## src/rtl/b58d_pkg.sv

```systemverilog
// Package of the base58 decoder unit: constants, command and status types,
// and the alphabet lookup. Depends on nothing.
package b58d_pkg;

  localparam int B58D_MAX_BYTES = 48;

  localparam logic [7:0] CHAR_ONE = 8'h31;

  localparam logic [1:0] ST_OK   = 2'd0;
  localparam logic [1:0] ST_CHAR = 2'd1;
  localparam logic [1:0] ST_LEN  = 2'd2;

  typedef struct packed {
    logic       valid;
    logic [5:0] value;
  } digit_t;

  typedef struct packed {
    logic accept;
    logic mul_step;
    logic extend;
    logic report;
    logic start_emit;
    logic zero_step;
    logic acc_step;
  } dp_cmd_t;

  typedef struct packed {
    logic err_any;
    logic digit_ok;
    logic used_zero;
    logic mul_done;
    logic empty;
    logic have_zeros;
    logic zero_last;
    logic acc_last;
  } dp_sts_t;

  function automatic digit_t digit_of(input logic [7:0] c);
    digit_t d;
    d.valid = 1'b1;
    case (c) inside
      [8'h31:8'h39]: d.value = 6'(c - 8'h31);
      [8'h41:8'h48]: d.value = 6'(c - 8'h41 + 8'd9);
      [8'h4a:8'h4e]: d.value = 6'(c - 8'h4a + 8'd17);
      [8'h50:8'h5a]: d.value = 6'(c - 8'h50 + 8'd22);
      [8'h61:8'h6b]: d.value = 6'(c - 8'h61 + 8'd33);
      [8'h6d:8'h7a]: d.value = 6'(c - 8'h6d + 8'd44);
      default: begin
        d.valid = 1'b0;
        d.value = '0;
      end
    endcase
    return d;
  endfunction

endpackage

```

## src/rtl/b58d_ram.sv

```systemverilog
// Generic single-write, single-read RAM with a registered read port.
// Depends on nothing.
module b58d_ram #(
  parameter int WIDTH = 8,
  parameter int DEPTH = 48,
  localparam int AW = (DEPTH > 1) ? $clog2(DEPTH) : 1
) (
  input  logic             clk,
  input  logic             we,
  input  logic [AW-1:0]    waddr,
  input  logic [WIDTH-1:0] wdata,
  input  logic [AW-1:0]    raddr,
  output logic [WIDTH-1:0] rdata
);

  logic [WIDTH-1:0] mem [DEPTH];

  always_ff @(posedge clk) begin
    if (we) begin
      mem[waddr] <= wdata;
    end
    rdata <= mem[raddr];
  end

endmodule

```

## src/rtl/b58d_ctrl.sv

```systemverilog
// Controller of the base58 decoder unit: sequences accept, multiply pass,
// extension and output. Depends on b58d_pkg.
module b58d_ctrl import b58d_pkg::*; (
  input  logic    clk,
  input  logic    rst,
  input  logic    start,
  input  logic    end_of_text,
  input  dp_sts_t sts,
  output dp_cmd_t cmd,
  output logic    busy
);

  localparam logic [2:0] S_IDLE  = 3'd0;
  localparam logic [2:0] S_MUL   = 3'd1;
  localparam logic [2:0] S_EXT   = 3'd2;
  localparam logic [2:0] S_SETUP = 3'd3;
  localparam logic [2:0] S_ZERO  = 3'd4;
  localparam logic [2:0] S_ACC   = 3'd5;

  logic [2:0] state;
  logic [2:0] state_next;
  logic       last_seen;

  assign busy = (state != S_IDLE);

  always_comb begin
    cmd        = '0;
    state_next = state;
    case (state)
      S_IDLE: begin
        if (start) begin
          cmd.accept = 1'b1;
          if (sts.err_any || !sts.digit_ok) begin
            state_next = end_of_text ? S_SETUP : S_IDLE;
          end else begin
            state_next = sts.used_zero ? S_EXT : S_MUL;
          end
        end
      end
      S_MUL: begin
        cmd.mul_step = 1'b1;
        if (sts.mul_done) begin
          state_next = S_EXT;
        end
      end
      S_EXT: begin
        cmd.extend = 1'b1;
        state_next = last_seen ? S_SETUP : S_IDLE;
      end
      S_SETUP: begin
        if (sts.err_any || sts.empty) begin
          cmd.report = 1'b1;
          state_next = S_IDLE;
        end else begin
          cmd.start_emit = 1'b1;
          state_next = sts.have_zeros ? S_ZERO : S_ACC;
        end
      end
      S_ZERO: begin
        cmd.zero_step = 1'b1;
        if (sts.zero_last) begin
          state_next = sts.used_zero ? S_IDLE : S_ACC;
        end
      end
      S_ACC: begin
        cmd.acc_step = 1'b1;
        if (sts.acc_last) begin
          state_next = S_IDLE;
        end
      end
      default: begin
        state_next = S_IDLE;
      end
    endcase
  end

  always_ff @(posedge clk) begin
    if (rst) begin
      state     <= S_IDLE;
      last_seen <= 1'b0;
    end else begin
      state <= state_next;
      if (cmd.accept) begin
        last_seen <= end_of_text;
      end
    end
  end

endmodule

```

## src/rtl/b58d_datapath.sv

```systemverilog
// Datapath of the base58 decoder unit: byte accumulator RAM, multiply-by-58
// unit, counters, error latch and result register. Depends on b58d_pkg, b58d_ram.
module b58d_datapath import b58d_pkg::*; #(
  parameter int MAX_BYTES = B58D_MAX_BYTES,
  localparam int AW = $clog2(MAX_BYTES),
  localparam int LW = $clog2(MAX_BYTES + 1),
  localparam int ZW = $clog2(MAX_BYTES + 2)
) (
  input  logic       clk,
  input  logic       rst,
  input  logic [7:0] char_code,
  input  dp_cmd_t    cmd,
  output dp_sts_t    sts,
  output logic       result_valid,
  output logic [7:0] data_byte,
  output logic       byte_valid,
  output logic       final_item,
  output logic [1:0] status
);

  digit_t        dig;
  logic [LW-1:0] used_length;
  logic [ZW-1:0] leading_ones;
  logic          still_leading;
  logic [1:0]    error_code;
  logic [5:0]    carry;
  logic [AW-1:0] idx;

  logic [7:0]    rd_data;
  logic [AW-1:0] rd_addr;
  logic [AW-1:0] wr_addr;
  logic [7:0]    wr_data;
  logic          we;

  logic [13:0]   prod;
  logic [LW-1:0] used_m1;
  logic          grow;
  logic [LW-1:0] new_len;
  logic [ZW:0]   total_new;
  logic [ZW:0]   total_now;
  logic          overflow;
  logic          final_zero;
  logic          clear;

  assign dig        = digit_of(char_code);
  assign prod       = {6'd0, rd_data} * 14'd58 + {8'd0, carry};
  assign used_m1    = used_length - LW'(1);
  assign grow       = (carry != 6'd0) && (used_length < LW'(MAX_BYTES));
  assign new_len    = used_length + LW'(grow);
  assign total_new  = (ZW + 1)'(leading_ones) + (ZW + 1)'(new_len);
  assign total_now  = (ZW + 1)'(leading_ones) + (ZW + 1)'(used_length);
  assign overflow   = ((carry != 6'd0) && !grow) || (total_new > (ZW + 1)'(MAX_BYTES));
  assign final_zero = sts.zero_last && sts.used_zero;

  assign sts.err_any    = (error_code != ST_OK);
  assign sts.digit_ok   = dig.valid;
  assign sts.used_zero  = (used_length == '0);
  assign sts.mul_done   = (LW'(idx) == used_m1);
  assign sts.empty      = (total_now == '0);
  assign sts.have_zeros = (leading_ones != '0);
  assign sts.zero_last  = (leading_ones == ZW'(1));
  assign sts.acc_last   = (idx == '0);

  assign clear = cmd.report || (cmd.zero_step && final_zero) ||
                 (cmd.acc_step && sts.acc_last);

  always_comb begin
    if (cmd.accept) begin
      rd_addr = '0;
    end else if (cmd.mul_step) begin
      rd_addr = idx + AW'(1);
    end else if (cmd.acc_step) begin
      rd_addr = idx - AW'(1);
    end else begin
      rd_addr = used_m1[AW-1:0];
    end
  end

  assign we      = cmd.mul_step || (cmd.extend && grow);
  assign wr_addr = cmd.mul_step ? idx : used_length[AW-1:0];
  assign wr_data = cmd.mul_step ? prod[7:0] : {2'd0, carry};

  b58d_ram #(
    .WIDTH (8),
    .DEPTH (MAX_BYTES)
  ) u_acc_ram (
    .clk   (clk),
    .we    (we),
    .waddr (wr_addr),
    .wdata (wr_data),
    .raddr (rd_addr),
    .rdata (rd_data)
  );

  always_ff @(posedge clk) begin
    if (rst) begin
      used_length   <= '0;
      leading_ones  <= '0;
      still_leading <= 1'b1;
      error_code    <= ST_OK;
      result_valid  <= 1'b0;
    end else begin
      result_valid <= cmd.report || cmd.zero_step || cmd.acc_step;
      if (cmd.accept && (error_code == ST_OK)) begin
        if (!dig.valid) begin
          error_code <= ST_CHAR;
        end else if (still_leading && (char_code == CHAR_ONE)) begin
          leading_ones <= leading_ones + ZW'(1);
        end else begin
          still_leading <= 1'b0;
        end
      end
      if (cmd.extend) begin
        used_length <= new_len;
        if (overflow) begin
          error_code <= ST_LEN;
        end
      end
      if (cmd.zero_step) begin
        leading_ones <= leading_ones - ZW'(1);
      end
      if (clear) begin
        used_length   <= '0;
        leading_ones  <= '0;
        still_leading <= 1'b1;
        error_code    <= ST_OK;
      end
    end
  end

  always_ff @(posedge clk) begin
    if (cmd.accept) begin
      carry <= dig.value;
      idx   <= '0;
    end else if (cmd.mul_step) begin
      carry <= prod[13:8];
      idx   <= idx + AW'(1);
    end else if (cmd.start_emit) begin
      idx <= used_m1[AW-1:0];
    end else if (cmd.acc_step) begin
      idx <= idx - AW'(1);
    end
    if (cmd.report) begin
      data_byte  <= 8'd0;
      byte_valid <= 1'b0;
      final_item <= 1'b1;
      status     <= error_code;
    end else if (cmd.zero_step) begin
      data_byte  <= 8'd0;
      byte_valid <= 1'b1;
      final_item <= final_zero;
      status     <= ST_OK;
    end else if (cmd.acc_step) begin
      data_byte  <= rd_data;
      byte_valid <= 1'b1;
      final_item <= sts.acc_last;
      status     <= ST_OK;
    end
  end

endmodule

```

## src/rtl/base58_decoder_unit.sv

```systemverilog
// Top level of the base58 decoder unit (Bitcoin alphabet).
// Depends on b58d_pkg, b58d_ctrl and b58d_datapath.
//
// Channel   Handshake              Payload
// input     start / busy           char_code, end_of_text
// result    result_valid (strobe)  data_byte, byte_valid, final_item, status
//
// A valid character is accepted, then each accumulator byte passes in turn through the
// single multiply-by-58 unit and RAM port pair, and finally the accumulator
// is extended. An invalid character, or any character after an error, is
// only accepted. The last item adds a set-up step, then the result bytes one
// after another; an error report is issued from the set-up step.
// Reset is synchronous; the accumulator needs no clearing since only bytes
// below the fill count are read. Results cannot be stalled.
module base58_decoder_unit import b58d_pkg::*; #(
  parameter int MAX_BYTES = B58D_MAX_BYTES
) (
  input  logic       clk,
  input  logic       rst,
  input  logic       start,
  output logic       busy,
  input  logic [7:0] char_code,
  input  logic       end_of_text,
  output logic       result_valid,
  output logic [7:0] data_byte,
  output logic       byte_valid,
  output logic       final_item,
  output logic [1:0] status
);

  dp_cmd_t cmd;
  dp_sts_t sts;

  b58d_ctrl u_ctrl (
    .clk         (clk),
    .rst         (rst),
    .start       (start),
    .end_of_text (end_of_text),
    .sts         (sts),
    .cmd         (cmd),
    .busy        (busy)
  );

  b58d_datapath #(
    .MAX_BYTES (MAX_BYTES)
  ) u_datapath (
    .clk          (clk),
    .rst          (rst),
    .char_code    (char_code),
    .cmd          (cmd),
    .sts          (sts),
    .result_valid (result_valid),
    .data_byte    (data_byte),
    .byte_valid   (byte_valid),
    .final_item   (final_item),
    .status       (status)
  );

endmodule

```

## config.mk

```make
export PLATFORM = sky130hd
export DESIGN_NAME = base58_decoder_unit
export DESIGN_NICKNAME = d
export VERILOG_FILES = /design/src/rtl/b58d_pkg.sv /design/src/rtl/b58d_ram.sv /design/src/rtl/b58d_ctrl.sv /design/src/rtl/b58d_datapath.sv /design/src/rtl/base58_decoder_unit.sv
export SDC_FILE = /design/constraint.sdc
export NUM_CORES = 1
export LEC_CHECK = 0
export ABC_AREA = 1
export BUFFER_PORTS_ARGS = -buffer_cell sky130_fd_sc_hd__buf_4
export CAP_MARGIN = 40
export CORE_ASPECT_RATIO = 0.9
export CORE_UTILIZATION = 33
export DETAILED_ROUTE_END_ITERATION = 10
export GPL_ROUTABILITY_DRIVEN = 0
export GPL_TIMING_DRIVEN = 0
export SYNTH_ARGS = -nofsm -noshare
export SYNTH_HDL_FRONTEND = slang
export SYNTH_SLANG_ARGS = --single-unit
```

## constraint.sdc

```tcl
create_clock -name clk -period 7 [get_ports clk]
set_input_delay 0.35 -clock clk [delete_from_list [all_inputs] [get_ports clk]]
set_output_delay 0.35 -clock clk [all_outputs]
set_load 0.02 [all_outputs]
```

Yosys cells after proc, flatten, opt, wreduce, memory -nomap -nowiden
Memory sizes are Yosys's and may differ from the RTL's. A register that Yosys moved wholly into a read port is not among the register bits. Index checks and enable logic that the tools add are counted.

Logic and storage cells: 167. Memories kept: 1. Output and inout bits: 14. Memory bits (writable): 384. Flip-flop bits (word level): 44.

Mux-type cells: 60. Bitwise operators: 1. Equality and inequality tests: 12. Reduce and logical (&&, ||, !) cells: 45. Order comparisons: 14. Multiply operators: 1. Add/subtract/negate cells: 20.

Memory list: u_datapath.u_acc_ram.mem (depth 48, width 8, rd ports 1, clocked after memory_dff 1, wr ports 1, RTL line b58d_ram.sv:16) `logic [WIDTH-1:0] mem [DEPTH];`.

Operator list (number): $mux 6 (19); $ge 8x7->1 const B (5); $le 8x7->1 const B (5); $sub 6x1->6 const B (4); $mux 2 (11); $mux 1 (21); $mux 3 (7); $pmux 3 s6 (1); $sub 6x6->6 const B (3); $add 14x6->14 (1); $add 6x6->7 (2); $logic_and 1x1->1 (14); $mul 8x5->13 const B (1); $add 6x1->6 const B (2); $add 6x5->6 const B (2); $add 6x6->6 const B (2); $logic_not 6->1 (2); $reduce_bool 2->1 (6); $reduce_bool 6->1 (2); $reduce_bool 3->1 (3); $eq 8x6->1 const B (1); $ge 8x6->1 const B (1); $le 8x6->1 const B (1); $logic_or 1x1->1 (8); 22 further kinds (29).

Longest topological paths before layout
Depth after elaboration: 13. Depth in mapped cells: 19. Mapped depth without buffers: 19.

Modules after synthesis
A second synthesis with hierarchy kept.

Cells, all modules: 2185. Area total of the unflattened synthesis: 21468.1 sq um.

Modules (own cells, without submodules): b58d_ram (sequential area each 11691.2 sq um, cells an instance 1331, area each 15852.7 sq um, instances 1); b58d_datapath (sequential area each 880.8 sq um, cells an instance 788, area each 5218.8 sq um, instances 1); b58d_ctrl (sequential area each 80.1 sq um, cells an instance 66, area each 396.6 sq um, instances 1).

Least setup slack after synthesis
OpenSTA, ideal clock, no wires.

Kind: reg2reg. Start point: register u_datapath.u_acc_ram.rdata[0] (read register of u_datapath.u_acc_ram.mem). End point: memory u_datapath.u_acc_ram.mem[0][5], data pin. Library setup time: 0.578 ns. Cell stages (with the launch flop): 9. Buffers on the path: 0. Setup slack: 2.204 ns. Period minus slack after synthesis: 4.796 ns. Arrival time: 4.218 ns. Required time: 6.422 ns. Cells stage by stage: dfxtp_1 fa_1 ha_1 ha_1 fa_1 ha_1 nand2_1 inv_1 o21ai_0.

Longest elaborated chain between the ends: 3.

Ends and longest elaborated chain: start, declared (RTL line b58d_ram.sv:13) `output logic [WIDTH-1:0] rdata`; $mul 8x5->13 (RTL line b58d_datapath.sv:46) `assign prod = {6'd0, rd_data} * 14'd58 + {8'd0, carry};`; $add 14x6->14 (RTL line b58d_datapath.sv:46); $mux 8 (RTL line b58d_datapath.sv:81) `assign wr_data = cmd.mul_step ? prod[7:0] : {2'd0, carry};`; net u_datapath.u_acc_ram.wdata[5] (RTL line b58d_ram.sv:11) `input logic [WIDTH-1:0] wdata,`; end, declared (RTL line b58d_ram.sv:16).

The timed path passes the listed nets, and every way through them passes these cells.

Worst setup path after layout
Start point: register u_datapath.u_acc_ram.rdata[1] (read register of u_datapath.u_acc_ram.mem). End point: memory u_datapath.u_acc_ram.mem[12][7], data pin.

Same word-level chain as after synthesis.

==> metrics.cfg <==
[sta]
hold_violations=0
slew_viol_final=0
fin_worst_skew_ns=0.0532
max_freq_mhz=244
min_period_ns=4.10
period_share_pct=58.6
setup_viol_count_final=0
max_slew.worst_pin.slew_ns=0.908
relSlewSlack_pct=39.2
layout_setup_ws_ns=2.90
rsz0062_at_grt=no

[synthesis]
seq_area_frac_synth_pct=60.1
avgSynthCellArea_um2=10.5
synth_nets=2096
yosysWarnings=0
ys_types=46
synth-seq-cells=436
postSynthCellCount=2004
synthesis.area_um2=21000

[placement]
place_ws_ns=2.93
port_buffers=24
dpl.hpwl_mm=41.3
placed_cell_area_um2=22700

[grt]
met2_usage_pct=27.7
grt_busiest_layer=met2
grtUsageMet3_pct=3.25
grt_pass1_wl_mm=89.3
grt-ovfl-total=0
antenna_found_initial=0
grt_util_met1_pct=25.9
grt_use_total_pct=18.0
grt_max_degree=37
grt_pass1_vias=15100

[worst_setup_path]
rr_worst_depth=13
worstSetupStartpointType=flop
cp-startpoint=u_datapath.u_acc_ram.rdata[1]
path_max_fanout=25
crit_type=flop to flop
r2r_slack_ns=2.90
crit_path_end_kind=flop
r2r_start=u_datapath.u_acc_ram.rdata[1]
critPathRequiredTime_ns=7.41
critPathCapture=u_datapath.u_acc_ram.mem[12][7]
reg2reg_to=u_datapath.u_acc_ram.mem[12][7]
cp_data_arrival_time_ns=4.51

[flow_run]
drv_cap=0

[floorplan]
core-area_um2=62800
io_pins=26
dieArea_um2=64800
die-width_um=268
die_h_um=242
start_util_pct=33.5
num_rows=87

[clock_tree]
cts-resized-gates=0
cts_hold_buf=1
cts_buffer_depth=3
cts_sinks=436
clk_pin_slew_worst_paths_ns=0.06
postCtsSetupBuffers=0
cts_inserted_buffers=44
cts_tree=yes
htree_num_levels=2
worstSkewPairLatency_ns=0.61
clockRootBuffer=clkbuf_16

[route]
wl_per_cell_um=19.5
route.detailed.drc=0
num_vias=15400
drt_iter0_drc=1390
via_per_inst=5.17
wl_mm=58.0
ant_nets=0
dr.pass1.iters=5

[layout]
final_core_util_pct=38.5
antenna_cells=0
drive_above_1_share_pct=12.8
fin_area_um2=24200
syn2layout_area_growth_pct=14.9
nets=2182

[min_path]
min_path_type=input pin to flop
hold_depth=3

[run_status]
status=completed

-- cells by family after synthesis --
kind of cell / after synthesis / share of synthesized area [%]
compound gates: 321 / 9.34
buf+inv: 218 / 4.38
simple gates: 913 / 19.3
fa+ha+maj: 80 / 5.26
xor+xnor: 36 / 1.56
flops: 436 / 60.1
-- cell usage in the layout (no fill, tap or decap), types with 16 or more instances in the layout --
master | synthesis | final
o211ai_1 | 109 | 109
nor2_1 | 176 | 174
or2_2 | 98 | 98
inv_1 | 120 | 120
edfxtp_1 | 392 | 392
nand4_1 | 16 | 16
nand2_1 | 384 | 383
nand3_1 | 205 | 205
clkbuf_16 | 0 | 44
dfxtp_1 | 44 | 44
clkbuf_1 | 40 | 46
a21oi_1 | 62 | 62
buf_4 | 6 | 32
o21ai_1 | 20 | 20
xor2_1 | 31 | 31
ha_1 | 66 | 66
o21ai_0 | 96 | 92
buf_2 | 34 | 34
-- worst min-delay path by stage --
stage                       startpoint                 endpoint  slack, ns
3_3_place_gp   u_datapath.data_byte[2]  u_datapath.data_byte[2]       0.45
6_report                   end_of_text         u_ctrl.last_seen       0.11
5_1_grt                    end_of_text         u_ctrl.last_seen        0.1
4_1_cts                    end_of_text         u_ctrl.last_seen       0.09
2_1_floorplan                      rst          u_ctrl.state[0]       0.42
3_5_place_dp   u_datapath.data_byte[5]  u_datapath.data_byte[5]       0.46
-- metrics by stage --
| step | setup TNS, ns | std cells | hold slack (ns) |
|---|---|---|---|
| floorplan | 0 | 2004 | 0.419 |
| global placement | -167.85 | 2873 | 0.453 |
| detailed placement | 0 | 2887 | 0.456 |
| CTS | 0 | 2970 | 0.0858 |
| global route | 0 | 2971 | 0.0986 |
| finish | 0 | 2971 | 0.111 |
-- per-layer routing --
metal,routed length (µm),vias up,part of all wire [%]
met3,4510,69,7.8
li1,-,7201,-
met2,25900,533,45
met4,1070,0,1.8
met5,0,-,0
met1,26400,7550,46
-- cell usage after synthesis, drive strengths merged --
| library cell | instances | share of area (%) |
|---|---|---|
| clkinv | 3 | 0.054 |
| o22ai | 9 | 0.27 |
| nand3 | 205 | 4.9 |
| o21ba | 1 | 0.048 |
| o311ai | 1 | 0.042 |
| clkbuf | 40 | 0.71 |
| fa | 14 | 1.3 |
| o21ai | 118 | 2.8 |
| nand3b | 2 | 0.071 |
| nor2 | 181 | 3.4 |
| nor3b | 1 | 0.036 |
| nor3 | 11 | 0.29 |
| a21o | 2 | 0.071 |
| a21oi | 63 | 1.5 |
| nand4 | 16 | 0.48 |
| o211ai | 110 | 3.9 |
| ha | 66 | 3.9 |
| a21boi | 1 | 0.036 |
| or2 | 108 | 3.2 |
| xnor3 | 1 | 0.11 |
| a211oi | 9 | 0.32 |
| nor4 | 2 | 0.059 |
| a31oi | 3 | 0.089 |
| xor2 | 31 | 1.3 |
| dfxtp | 44 | 4.2 |
| o221ai | 2 | 0.083 |
| edfxtp | 392 | 56 |
| xnor2 | 4 | 0.17 |
| buf | 49 | 1.4 |
| and3 | 1 | 0.030 |
| o21bai | 2 | 0.071 |
| inv | 126 | 2.2 |
| nand2 | 386 | 6.9 |
-- sequential cells by signal (all words and copies together) (netlist names) --
name / flops
u_datapath.u_acc_ram.mem: 384
u_datapath.result_valid: 1
u_datapath.byte_valid: 1
u_datapath.used_length: 6
u_datapath.final_item: 1
u_datapath.data_byte: 8
u_ctrl.last_seen: 1
u_datapath.status: 2
u_datapath.idx: 6
u_datapath.error_code: 2
u_datapath.leading_ones: 6
u_datapath.u_acc_ram.rdata: 8
u_datapath.still_leading: 1
u_ctrl.state: 3
u_datapath.carry: 6
-- worst max-delay path, stage by stage, from the launching register on --
cell     delay, ns
dfxtp_1       0.45
inv_1         0.16
fa_1          0.55
inv_1         0.04
ha_1          0.30
fa_1          0.46
ha_1          0.37
a21oi_1       0.20
nand2_1       0.11
xor2_1        0.17
inv_1         0.07
o21ai_0       0.14
nor2_4        0.63
buf_12        0.28
-- layout make-up --
cell class                 instances  area [µm²]
buffer                            89         437
clock buffer                      50        1120
clock inverter                    32         349
fill                            6058       38600
inverter                         129         484
multi-input combinational       1350        7530
sequential                       436       12700
tap                              845        1060
timing repair buffer              40         533
Power is not shown: default switching activity piles up to over one toggle a cycle in this logic, so the estimate is an artifact.
